`src/design/barsl_pkg.sv`:
```
package barsl_pkg;

    // identity length in bytes and derived sizes
    localparam int ID_BYTES  = 9;
    localparam int ID_W      = ID_BYTES * 8;
    localparam int SH_IDX_W  = $clog2(ID_BYTES);

    // address answered after reset
    localparam logic [7:0] ADDR_RESET = 8'd97;

    // input operations
    localparam logic [1:0] OP_WRITE_BYTE = 2'd0;
    localparam logic [1:0] OP_END_WRITE  = 2'd1;
    localparam logic [1:0] OP_READ_REQ   = 2'd2;
    localparam logic [1:0] OP_NONE       = 2'd3;

    // result kinds
    localparam logic KIND_READ   = 1'b0;
    localparam logic KIND_STATUS = 1'b1;

    // led events
    localparam logic [1:0] LED_NONE  = 2'd0;
    localparam logic [1:0] LED_GREEN = 2'd1;
    localparam logic [1:0] LED_RED   = 2'd2;
    localparam logic [1:0] LED_BLINK = 2'd3;

    // configuration register indexes
    localparam logic [2:0] CFG_ID_HIGH   = 3'd0;
    localparam logic [2:0] CFG_ID_SERIAL = 3'd1;
    localparam logic [2:0] CFG_ID_CAPS   = 3'd2;
    localparam logic [2:0] CFG_DEF_ADDR  = 3'd3;
    localparam logic [2:0] CFG_OP_ASSIGN = 3'd4;
    localparam logic [2:0] CFG_OP_PREP   = 3'd5;
    localparam logic [2:0] CFG_OP_GREEN  = 3'd6;
    localparam logic [2:0] CFG_OP_RED    = 3'd7;

    typedef struct packed {
        logic [1:0] operation;
        logic [7:0] bus_byte;
    } req_t;

    typedef struct packed {
        logic       kind;
        logic [7:0] read_byte;
        logic       last;
        logic       alert_low;
        logic       resolved;
        logic [7:0] bus_address;
        logic [1:0] led_event;
    } rsp_t;

    // identity shifter control and status
    typedef struct packed {
        logic load;
        logic shift;
    } sh_ctrl_t;

    typedef struct packed {
        logic [7:0]          data_byte;
        logic [SH_IDX_W-1:0] index;
        logic                last;
    } sh_stat_t;

endpackage

```
`src/design/barsl_id_shifter.sv`:
```
module barsl_id_shifter
(
    input  logic                          clk,
    input  logic                          rst_n,
    input  barsl_pkg::sh_ctrl_t           ctrl,
    input  logic [barsl_pkg::ID_W-1:0]    identity,
    output barsl_pkg::sh_stat_t           stat
);

    logic [barsl_pkg::ID_W-1:0]     data_reg;
    logic [barsl_pkg::ID_W-1:0]     data_next;
    logic [barsl_pkg::SH_IDX_W-1:0] idx_reg;
    logic [barsl_pkg::SH_IDX_W-1:0] idx_next;

    // load the identity, then move it out one byte per shift, msb first
    always_comb
    begin
        data_next = data_reg;
        idx_next  = idx_reg;
        if (ctrl.load)
        begin
            data_next = identity;
            idx_next  = '0;
        end
        else if (ctrl.shift)
        begin
            data_next = {data_reg[barsl_pkg::ID_W-9:0], 8'd0};
            idx_next  = idx_reg + barsl_pkg::SH_IDX_W'(1);
        end
    end

    // byte position counter
    always_ff @(posedge clk or negedge rst_n)
    begin
        if (!rst_n)
        begin
            idx_reg <= '0;
        end
        else
        begin
            idx_reg <= idx_next;
        end
    end

    // shift register payload
    always_ff @(posedge clk)
    begin
        data_reg <= data_next;
    end

    assign stat.data_byte = data_reg[barsl_pkg::ID_W-1 -: 8];
    assign stat.index     = idx_reg;
    assign stat.last      = (idx_reg == barsl_pkg::SH_IDX_W'(barsl_pkg::ID_BYTES - 1));

endmodule

```
`src/design/bus_address_resolution_slave.sv`:
```
// Target side of a simplified bus address-resolution protocol.
// Request channel (req_valid / req_stall / req_data) carries one bus event per
// transfer: a received write byte, the end of a write, a read request or none.
// Response channel (rsp_valid / rsp_stall / rsp_data) returns read data bytes
// and command status; each transfer carries the current alert, resolved and
// address state. The config channel (cfg_valid / cfg_ready) writes the identity
// and opcode registers; cfg_ready is always high, write only while idle.
// A write byte gives no response. An end of write returns one status result
// from the emit state, after the compare state for an assign command that is
// compared, where the identity shifter checks one byte per cycle against the
// receive buffer. A read request returns one byte when resolved, or else the
// shifter sends one identity byte per cycle unless rsp_stall holds a result.
// The response register holds one result; while rsp_stall is high the block
// waits with that result and with any further result. A new request is taken
// once the last result of the current one is in the response register, so it
// can be accepted while that result still waits under rsp_stall.
// Reset clears the buffer count, resolved flag, asserts alert, restores the
// assigned address to 97 and the registers to their reset values.
module bus_address_resolution_slave
#(
    parameter int RECEIVE_DEPTH = 12
)
(
    input  logic                clk,
    input  logic                rst_n,
    input  logic                req_valid,
    output logic                req_stall,
    input  barsl_pkg::req_t     req_data,
    output logic                rsp_valid,
    input  logic                rsp_stall,
    output barsl_pkg::rsp_t     rsp_data,
    input  logic                cfg_valid,
    output logic                cfg_ready,
    input  logic [2:0]          cfg_index,
    input  logic [31:0]         cfg_data
);

    localparam int CNT_W = $clog2(RECEIVE_DEPTH + 1);
    localparam int IDX_W = $clog2(RECEIVE_DEPTH);

    localparam logic [1:0] ST_IDLE = 2'd0;
    localparam logic [1:0] ST_CMP  = 2'd1;
    localparam logic [1:0] ST_EMIT = 2'd2;
    localparam logic [1:0] ST_READ = 2'd3;

    // configuration registers
    logic [31:0] id_high_reg;
    logic [31:0] id_serial_reg;
    logic [7:0]  id_caps_reg;
    logic [6:0]  def_addr_reg;
    logic [7:0]  op_assign_reg;
    logic [7:0]  op_prep_reg;
    logic [7:0]  op_green_reg;
    logic [7:0]  op_red_reg;

    // block state
    logic [1:0]       state_reg,    state_next;
    logic [CNT_W-1:0] count_reg,    count_next;
    logic             resolved_reg, resolved_next;
    logic [7:0]       assigned_reg, assigned_next;
    logic             alert_reg,    alert_next;
    logic             mism_reg,     mism_next;
    logic             rsp_valid_reg, rsp_valid_next;
    barsl_pkg::rsp_t  rsp_data_reg, rsp_data_next;
    logic             pend_kind_reg, pend_kind_next;
    logic [7:0]       pend_byte_reg, pend_byte_next;
    logic [1:0]       pend_led_reg,  pend_led_next;
    logic [7:0]       buf_reg [RECEIVE_DEPTH];

    logic                 req_fire;
    logic                 rsp_free;
    logic                 buf_we;
    logic [7:0]           cmd_byte;
    logic [IDX_W-1:0]     cmp_ptr;
    logic                 cur_mism;
    logic [7:0]           cur_addr;
    barsl_pkg::sh_ctrl_t  sh_ctrl;
    barsl_pkg::sh_stat_t  sh_stat;

    assign cfg_ready = 1'b1;
    assign req_stall = (state_reg != ST_IDLE);
    assign req_fire  = req_valid && !req_stall;
    assign rsp_free  = !rsp_valid_reg || !rsp_stall;
    assign rsp_valid = rsp_valid_reg;
    assign rsp_data  = rsp_data_reg;

    assign cmd_byte = buf_reg[0];
    assign cmp_ptr  = IDX_W'(sh_stat.index) + IDX_W'(1);
    assign cur_mism = mism_reg || (buf_reg[cmp_ptr] != sh_stat.data_byte);
    assign cur_addr = resolved_reg ? assigned_reg : {1'b0, def_addr_reg};
    assign buf_we   = req_fire && (req_data.operation == barsl_pkg::OP_WRITE_BYTE)
                      && (count_reg < CNT_W'(RECEIVE_DEPTH));

    barsl_id_shifter u_id_shifter
    (
        .clk      (clk),
        .rst_n    (rst_n),
        .ctrl     (sh_ctrl),
        .identity ({id_high_reg, id_serial_reg, id_caps_reg}),
        .stat     (sh_stat)
    );

    // command sequencer
    always_comb
    begin
        state_next     = state_reg;
        count_next     = count_reg;
        resolved_next  = resolved_reg;
        assigned_next  = assigned_reg;
        alert_next     = alert_reg;
        mism_next      = mism_reg;
        rsp_valid_next = rsp_valid_reg;
        rsp_data_next  = rsp_data_reg;
        pend_kind_next = pend_kind_reg;
        pend_byte_next = pend_byte_reg;
        pend_led_next  = pend_led_reg;
        sh_ctrl.load   = 1'b0;
        sh_ctrl.shift  = 1'b0;

        // response transfer frees the output register
        if (rsp_valid_reg && !rsp_stall)
        begin
            rsp_valid_next = 1'b0;
        end

        unique case (state_reg)
            ST_IDLE:
            begin
                if (req_fire)
                begin
                    unique case (req_data.operation)
                        barsl_pkg::OP_WRITE_BYTE:
                        begin
                            if (count_reg < CNT_W'(RECEIVE_DEPTH))
                            begin
                                count_next = count_reg + CNT_W'(1);
                            end
                        end
                        barsl_pkg::OP_END_WRITE:
                        begin
                            count_next     = '0;
                            pend_kind_next = barsl_pkg::KIND_STATUS;
                            pend_byte_next = 8'd0;
                            pend_led_next  = barsl_pkg::LED_NONE;
                            state_next     = ST_EMIT;
                            // first matching opcode wins
                            if (count_reg != '0)
                            begin
                                priority if (cmd_byte == op_assign_reg)
                                begin
                                    if (count_reg >= CNT_W'(barsl_pkg::ID_BYTES + 2)
                                        && !resolved_reg)
                                    begin
                                        sh_ctrl.load = 1'b1;
                                        mism_next    = 1'b0;
                                        state_next   = ST_CMP;
                                    end
                                end
                                else if (cmd_byte == op_prep_reg)
                                begin
                                    resolved_next = 1'b0;
                                end
                                else if (cmd_byte == op_green_reg)
                                begin
                                    pend_led_next = barsl_pkg::LED_GREEN;
                                end
                                else if (cmd_byte == op_red_reg)
                                begin
                                    pend_led_next = barsl_pkg::LED_RED;
                                end
                                else
                                begin
                                    pend_led_next = barsl_pkg::LED_NONE;
                                end
                            end
                        end
                        barsl_pkg::OP_READ_REQ:
                        begin
                            if (resolved_reg)
                            begin
                                pend_kind_next = barsl_pkg::KIND_READ;
                                pend_byte_next = assigned_reg;
                                pend_led_next  = barsl_pkg::LED_NONE;
                                state_next     = ST_EMIT;
                            end
                            else
                            begin
                                sh_ctrl.load = 1'b1;
                                state_next   = ST_READ;
                            end
                        end
                        barsl_pkg::OP_NONE:
                        begin
                            state_next = ST_IDLE;
                        end
                    endcase
                end
            end
            ST_CMP:
            begin
                // one identity byte compared per cycle
                sh_ctrl.shift = 1'b1;
                mism_next     = cur_mism;
                if (sh_stat.last)
                begin
                    state_next = ST_EMIT;
                    if (!cur_mism)
                    begin
                        assigned_next = buf_reg[IDX_W'(barsl_pkg::ID_BYTES + 1)];
                        resolved_next = 1'b1;
                        alert_next    = 1'b0;
                        pend_led_next = barsl_pkg::LED_BLINK;
                    end
                    else
                    begin
                        alert_next = 1'b1;
                    end
                end
            end
            ST_EMIT:
            begin
                if (rsp_free)
                begin
                    rsp_valid_next            = 1'b1;
                    rsp_data_next.kind        = pend_kind_reg;
                    rsp_data_next.read_byte   = pend_byte_reg;
                    rsp_data_next.last        = 1'b1;
                    rsp_data_next.alert_low   = alert_reg;
                    rsp_data_next.resolved    = resolved_reg;
                    rsp_data_next.bus_address = cur_addr;
                    rsp_data_next.led_event   = pend_led_reg;
                    state_next                = ST_IDLE;
                end
            end
            ST_READ:
            begin
                // one identity byte sent per response transfer
                if (rsp_free)
                begin
                    sh_ctrl.shift             = 1'b1;
                    rsp_valid_next            = 1'b1;
                    rsp_data_next.kind        = barsl_pkg::KIND_READ;
                    rsp_data_next.read_byte   = sh_stat.data_byte;
                    rsp_data_next.last        = sh_stat.last;
                    rsp_data_next.alert_low   = alert_reg;
                    rsp_data_next.resolved    = resolved_reg;
                    rsp_data_next.bus_address = cur_addr;
                    rsp_data_next.led_event   = barsl_pkg::LED_NONE;
                    if (sh_stat.last)
                    begin
                        state_next = ST_IDLE;
                    end
                end
            end
        endcase
    end

    // control state
    always_ff @(posedge clk or negedge rst_n)
    begin
        if (!rst_n)
        begin
            state_reg     <= ST_IDLE;
            count_reg     <= '0;
            resolved_reg  <= 1'b0;
            assigned_reg  <= barsl_pkg::ADDR_RESET;
            alert_reg     <= 1'b1;
            mism_reg      <= 1'b0;
            rsp_valid_reg <= 1'b0;
        end
        else
        begin
            state_reg     <= state_next;
            count_reg     <= count_next;
            resolved_reg  <= resolved_next;
            assigned_reg  <= assigned_next;
            alert_reg     <= alert_next;
            mism_reg      <= mism_next;
            rsp_valid_reg <= rsp_valid_next;
        end
    end

    // configuration writes
    always_ff @(posedge clk or negedge rst_n)
    begin
        if (!rst_n)
        begin
            id_high_reg   <= 32'd0;
            id_serial_reg <= 32'd0;
            id_caps_reg   <= 8'd0;
            def_addr_reg  <= barsl_pkg::ADDR_RESET[6:0];
            op_assign_reg <= 8'd4;
            op_prep_reg   <= 8'd1;
            op_green_reg  <= 8'd16;
            op_red_reg    <= 8'd17;
        end
        else if (cfg_valid && cfg_ready)
        begin
            unique case (cfg_index)
                barsl_pkg::CFG_ID_HIGH:   id_high_reg   <= cfg_data;
                barsl_pkg::CFG_ID_SERIAL: id_serial_reg <= cfg_data;
                barsl_pkg::CFG_ID_CAPS:   id_caps_reg   <= cfg_data[7:0];
                barsl_pkg::CFG_DEF_ADDR:  def_addr_reg  <= cfg_data[6:0];
                barsl_pkg::CFG_OP_ASSIGN: op_assign_reg <= cfg_data[7:0];
                barsl_pkg::CFG_OP_PREP:   op_prep_reg   <= cfg_data[7:0];
                barsl_pkg::CFG_OP_GREEN:  op_green_reg  <= cfg_data[7:0];
                barsl_pkg::CFG_OP_RED:    op_red_reg    <= cfg_data[7:0];
            endcase
        end
    end

    // payload registers and receive buffer
    always_ff @(posedge clk)
    begin
        rsp_data_reg  <= rsp_data_next;
        pend_kind_reg <= pend_kind_next;
        pend_byte_reg <= pend_byte_next;
        pend_led_reg  <= pend_led_next;
        if (buf_we)
        begin
            buf_reg[count_reg[IDX_W-1:0]] <= req_data.bus_byte;
        end
    end

    // receive count never passes the buffer depth
    a_count_bound: assert property (@(posedge clk) disable iff (!rst_n)
        count_reg <= CNT_W'(RECEIVE_DEPTH))
        else $error("receive count beyond buffer depth");

    // a successful assignment always releases alert
    a_resolve_alert: assert property (@(posedge clk) disable iff (!rst_n)
        $rose(resolved_reg) |-> !alert_reg)
        else $error("resolved without releasing alert");

    // a status result is always the single and final result
    a_status_last: assert property (@(posedge clk) disable iff (!rst_n)
        (rsp_valid_reg && rsp_data_reg.kind == barsl_pkg::KIND_STATUS)
        |-> rsp_data_reg.last)
        else $error("status result without last");

    // compare pass ends in the emit state
    a_cmp_exit: assert property (@(posedge clk) disable iff (!rst_n)
        (state_reg == ST_CMP && sh_stat.last) |=> (state_reg == ST_EMIT))
        else $error("compare pass did not end in emit");

    // the shifter never runs past the identity while sending or comparing
    a_read_index: assert property (@(posedge clk) disable iff (!rst_n)
        (state_reg == ST_READ || state_reg == ST_CMP)
        |-> (sh_stat.index <= barsl_pkg::SH_IDX_W'(barsl_pkg::ID_BYTES - 1)))
        else $error("identity index out of range");

endmodule

```
`config.mk`:
```
export PLATFORM = sky130hd
export DESIGN_NAME = bus_address_resolution_slave
export DESIGN_NICKNAME = d
export VERILOG_FILES = /design/src/design/barsl_pkg.sv /design/src/design/barsl_id_shifter.sv /design/src/design/bus_address_resolution_slave.sv
export SDC_FILE = /design/constraint.sdc
export NUM_CORES = 1
export LEC_CHECK = 0
export ABC_AREA = 1
export BUFFER_PORTS_ARGS = -buffer_cell sky130_fd_sc_hd__buf_4
export CAP_MARGIN = 20
export CORE_AREA = 2 2 210 160
export CTS_BUF_LIST = sky130_fd_sc_hd__clkbuf_2 sky130_fd_sc_hd__clkbuf_4 sky130_fd_sc_hd__clkbuf_8
export DETAILED_ROUTE_END_ITERATION = 6
export DIE_AREA = 0 0 212 162
export REMOVE_ABC_BUFFERS = 1
export SYNTH_ARGS = -nofsm -noshare
export SYNTH_HDL_FRONTEND = slang
export SYNTH_SLANG_ARGS = --single-unit
```
`constraint.sdc`:
```
create_clock -name clk -period 4.54 [get_ports clk]
set_clock_uncertainty 0.05 [all_clocks]
set_input_delay 0.454 -clock clk [delete_from_list [all_inputs] [get_ports clk]]
set_output_delay 0.454 -clock clk [all_outputs]
set_load 0.03 [all_outputs]
```
Yosys cells after proc, flatten, opt, wreduce, memory -nomap -nowiden. Memories as Yosys holds them, arrays and structs flattened. A register that Yosys moved wholly into a read port is not among the register bits. Index checks and enable logic that the tools add are counted.

Memories kept: 1. Flip-flop bits (word level): 230. Memory bits (writable): 96. ROM bits: 0. Bits in latches: 0. Output and inout bits: 25.

Reductions and logical operators: 40. Div/mod/pow operators: 0. Add/subtract/negate cells: 2. Equal/unequal tests: 36. Bitwise gates (word level): 1. $mul: 0. Order comparisons: 2. Muxes and demuxes: 65. Shift-type cells: 0.

Memory list: buf_reg (depth 12, width 8, read ports 3, clocked after memory_dff 1, wr ports 1, line bus_address_resolution_slave.sv:68) `logic [7:0] buf_reg [RECEIVE_DEPTH];`.

Operators with widths (count): 2-to-1 mux 72 bit (2); 2-to-1 mux 22 bit (2); one-hot mux 22 bit (2 select lines) (1); 2-to-1 mux 2 bit (17); == test 8 bit (4); 2-to-1 mux 1 bit (27); inequality test 2 bit (second input constant) (12); AND reduction 2 bit (9); AND reduction 6 bit (3); 2-to-1 mux 8 bit (2); one-hot mux 8 bit (2 select lines) (1); == test 3 bit (second input constant) (4); 2-to-1 mux 4 bit (3); nonzero test 2 bit (6); one-hot mux 1 bit (2 select lines) (5); adder 4 x 1 -> 4 bit (second input constant) (2); == test 2 bit (second input constant) (4); inequality test 8 bit (1); one-hot mux 2 bit (2 select lines) (2); one-hot mux 2 bit (4 select lines) (1); one-hot mux 4 bit (2 select lines) (1); AND reduction 4 bit (2); AND reduction 8 bit (1); == test 3 x 2 -> 1 bit (second input constant) (2); 19 further kinds (32).

Logic depth before layout (Yosys ltp). An unclocked memory read counts as a cell.

Depth in word-level cells: 10. Depth in mapped cells: 20. Mapped depth without buffers: 15.

Modules after synthesis. From an unflattened synthesis, not the netlist that was laid out.

Cell total of the unflattened synthesis: 1461. Area, all modules: 14435.1 sq um.

Modules (own cells, without submodules): bus_address_resolution_slave (times used 1, sequential area each 7116.8 sq um, cells each 1131, area each 11099.4 sq um); barsl_id_shifter (times used 1, sequential area each 2262.2 sq um, cells each 330, area each 3335.7 sq um).

Worst setup path after synthesis. OpenSTA, ideal clock, no wires.

Path kind: reg2reg. From: memory buf_reg[0][5]. To: register u_id_shifter.data_reg[0] in the netlist's numbering (enable). Setup time: 434 ps. Data required time: 4056 ps. Clock period less this slack: 3543 ps. Cell stages (with the launch flop): 10. Arrival: 3059 ps. Path buffers: 2. Path slack: 997 ps. Cells stage by stage: edfxtp_1 -> clkbuf_1 -> xor2_1 -> nor3_1 -> and2_1 -> nand3_1 -> o21ai_1 -> nand2_1 -> buf_4 -> nand2_1.

RTL lines: start: declaration (line bus_address_resolution_slave.sv:68); end signal: assignment (line barsl_id_shifter.sv:48) `data_reg <= data_next;`; end: declaration (line barsl_id_shifter.sv:10) `logic [barsl_pkg::ID_W-1:0] data_reg;`.

Worst setup path in the final report.
From: register u_id_shifter.idx_reg[0] in the netlist's numbering. To: register assigned_reg[7], read port of buf_reg.

Cells in the longest elaborated chain, start to end: 6. Elaborated cells on any way between the ends: 7. Those cells by class: add/sub: 1; eq/ne: 2; bitwise: 1; reduce/logical: 2; memory: 1.

Ends and longest elaborated chain: start: declaration (line barsl_id_shifter.sv:12) `logic [barsl_pkg::SH_IDX_W-1:0] idx_reg;`; start signal: assignment (line barsl_id_shifter.sv:41) `idx_reg <= idx_next;`; adder 4 x 1 -> 4 bit (line bus_address_resolution_slave.sv:88) `assign cmp_ptr = IDX_W'(sh_stat.index) + IDX_W'(1);`; memory read (12 x 8 bit); inequality test 8 bit (line bus_address_resolution_slave.sv:89) `assign cur_mism = mism_reg || (buf_reg[cmp_ptr] != sh_stat.data_byte);`; logical OR 1 bit (line bus_address_resolution_slave.sv:89); inverter 1 bit (no line); AND reduction 3 bit (no line) (*); end: declaration (line bus_address_resolution_slave.sv:60) `logic [7:0] assigned_reg, assigned_next;`.

Mark *: on every way between the ends. The rest lies on a longest branch, timed or not. A chain may end at the register's enable or synchronous reset.

==> results.sh <==
export IMPL_crit_fanout=54
export IMPL_ys_ff_latch=334
export IMPL_leakage_nw=7.13
export IMPL_final_common_cell="nand2_1"
export IMPL_place_gp_congestion=0.885
export IMPL_hold_violations=0
export IMPL_critPathBufInv=1
export IMPL_arrival_ps=3740
export IMPL_hold_path_class="in -> reg"
export IMPL_synthArstFlopShare_pct=39.8
export IMPL_fill_cells=2925
export IMPL_dp_hpwl_mm=22.7
export IMPL_slew_violations=0
export IMPL_cp_top_family="simple AND/OR/NAND/NOR gates"
export IMPL_avgSynthCellArea_sq_um=10.2
export IMPL_clkLatencyLatePin_ps=600
export IMPL_maxCapViolCount=0
export IMPL_setup_violations=0
export IMPL_vias=10000
export IMPL_wl_per_cell_um=17.4
export IMPL_antennaDiodeCount=0
export IMPL_drcViolationCount=0
export IMPL_clkSinkCount=334
export IMPL_dp_cells=1869
export IMPL_fin_cells=1970
export IMPL_cts_tree="done"
export IMPL_viasPerCell=5.09
export IMPL_overflow=0
export IMPL_core_area_sq_um=32200
export IMPL_hold_depth=3
export IMPL_grt_usage_pct=20.7
export IMPL_power_density_nw_per_um2=569
export IMPL_crit_path_end_kind="flip-flop"
export IMPL_slew_headroom_pct=30.1
export IMPL_areaGrowthSynthToFinish_pct=13.8
export IMPL_drive_gt1_share_pct=14.1
export IMPL_r2r_cells=12
export IMPL_crit_path_frequent_cell="nand2_1"
export IMPL_fp_dieW_um=212
export IMPL_drt_iter0_drc=1064
export IMPL_timing_worst_setup_path_type="reg -> reg"
export IMPL_largest_register_ffs=96
export IMPL_cts_made_buffers=53
export IMPL_antenna_found_initial=0
export IMPL_numPortBuffers=73
export IMPL_synth_enable_flop_cells=201
export IMPL_path_clk_slew_ps=60
export IMPL_postCtsSetupBuffers=0
export IMPL_synth_flop_cell="edfxtp_1"
export IMPL_multiInputGateArea_sq_um=4160
export IMPL_syn_inst=1399
export IMPL_worst_path_stages=12
export IMPL_synth_warnings=0
export IMPL_tightest_slew_ps=1050
export IMPL_final_core_utilization_pct=50.7
export IMPL_cts_root_buf="clkbuf_8"
export IMPL_ios=75
export IMPL_clk_path_buf_depth=3
export IMPL_rsz0062_at_grt="false"
export IMPL_fp_dieH_um=162
export IMPL_max_stage_delay_ps=480
export IMPL_cpMaxStageDelayCell="buf_4"
export IMPL_dp_slack_ps=1310
export IMPL_rows=57
export IMPL_layout_nets=1544
export IMPL_ys_types=46
export IMPL_drt_total_wl_mm=34.3
export IMPL_final_cell_mix="388 x nand2_1, 201 x edfxtp_1, 145 x o21ai_0"
export IMPL_start_util_pct=44.5
export IMPL_die_area_sq_um=34300
export IMPL_syn_area_sq_um=14300
export IMPL_htreeDepth=2
export IMPL_max_clock_freq_mhz=300
export IMPL_grt_max_degree=75
export IMPL_fin_crit_ps=3330
export IMPL_critPathLaunchType="flip-flop"
export IMPL_grt_pass1_wl_mm=54.7
export IMPL_timing_final_crit_share_pct=73.4
export IMPL_fin_ws_ps=1210
export IMPL_tns_ps=0
export IMPL_ant_nets=0
export IMPL_status="completed"
export IMPL_critical_path_required_ps=4950
export IMPL_ir_drop_v=0.000283
export IMPL_p_total_mw=9.28
export IMPL_grt_pass1_vias=9601
export IMPL_seqCellArea_sq_um=9380
export IMPL_dr_pass1_iters=5
export IMPL_ys_seq_area_share_pct=65.5
export IMPL_crit_chain="buf_4 -> ha_1 -> xor2_2 -> o211ai_1 -> nand3_1 -> nand2_1 -> nand2_1 -> nand2_1 -> nor2_2 -> nand3_2 -> nand2_1 -> nand2_1"
==> worst reg2reg max path, cell delays in order (launching register included) <==
cell	delay, ps
dfrtp_1	370
buf_4	480
ha_1	370
xor2_2	370
o211ai_1	180
nand3_1	210
nand2_1	80
nand2_1	60
nand2_1	60
nor2_2	460
nand3_2	320
nand2_1	140
nand2_1	60
==> timing repair <==
item	CTS	global route
gates resized for setup	0	0
endpoints found under the hold margin	64	0
hold buffers	1	0
==> logic make-up (layout without fill, tap and decap cells) <==
group                      Yosys count  count (layout)  share of synthesized area [%]
and+or+nand+nor                    640             640                           18.7
adders and majority gates           10              10                          0.874
xor gates and xnor gates            28              28                           1.95
buffers and inverters              188             317                           5.72
DFF                                334             334                           65.5
other                                1               1                         0.0262
AOI/OAI and AO/OA                  198             198                           7.29
==> power breakdown <==
group	switching (mW)	internal (mW)	leakage [nW]	total, mW
registers	0.295	3.93	3.49	4.23
logic	1.77	0.778	3.11	2.55
clock network	1.20	1.31	0.525	2.51
total	3.26	6.02	7.13	9.28
==> layer usage <==
metal | part of all wire [%] | wire length [um] | up-vias | global-route usage, %
met2 | 42 | 14500 | 290 | 29.3
met3 | 6.5 | 2230 | 59 | 4.04
met1 | 49 | 16900 | 4843 | 32.3
met5 | 0 | 0 | - | 0
met4 | 1.8 | 617 | 0 | 5.51
li1 | - | - | 4828 | -
==> layout make-up <==
class                   instances  area share [%]
clock buffers                  66            5.07
clock inverters                33            1.19
repair buffers                 97            4.47
inverters                     121            2.82
well taps                     442            3.39
flip-flops and latches        334            57.5
multi-input cells             877            25.5
==> cells in the mapped netlist, types with 12 or more instances <==
cell      count  area [sq um]
a21oi_1      15          75.1
nor2_1       88           330
xor2_1       20           175
nand3_1     111           556
nand2_1     392          1470
dfrtp_1     121          3030
o21ai_0     145           726
buf_2        24           120
nor3_1       16          80.1
edfxtp_1    201          6040
o21ai_1      15          75.1
clkbuf_1     28           105
inv_1       117           439
nand4_1      14          87.6
dfstp_2      12           315
==> through the flow <==
stage          hold WS [ps]  instance area (sq um)
2_1_floorplan           108                  14000
3_3_place_gp            416                  15200
3_5_place_dp            416                  15300
4_1_cts                43.3                  16300
5_1_grt                62.4                  16300
6_report               78.8                  16300
==> worst paths after layout <==
path	startpoint	end	slack (ps)
min in group asynchronous	rst_n	id_high_reg[18]	400
hold reg to reg	assigned_reg[5]	assigned_reg[5]	420
setup reg to reg	u_id_shifter.idx_reg[0]	assigned_reg[7]	1210
hold / removal	cfg_data[19]	id_high_reg[19]	80
max in group asynchronous	rst_n	def_addr_reg[6]	3040
setup / recovery	u_id_shifter.idx_reg[0]	assigned_reg[7]	1210
No activity file was read; power rests on OpenSTA's default activity.
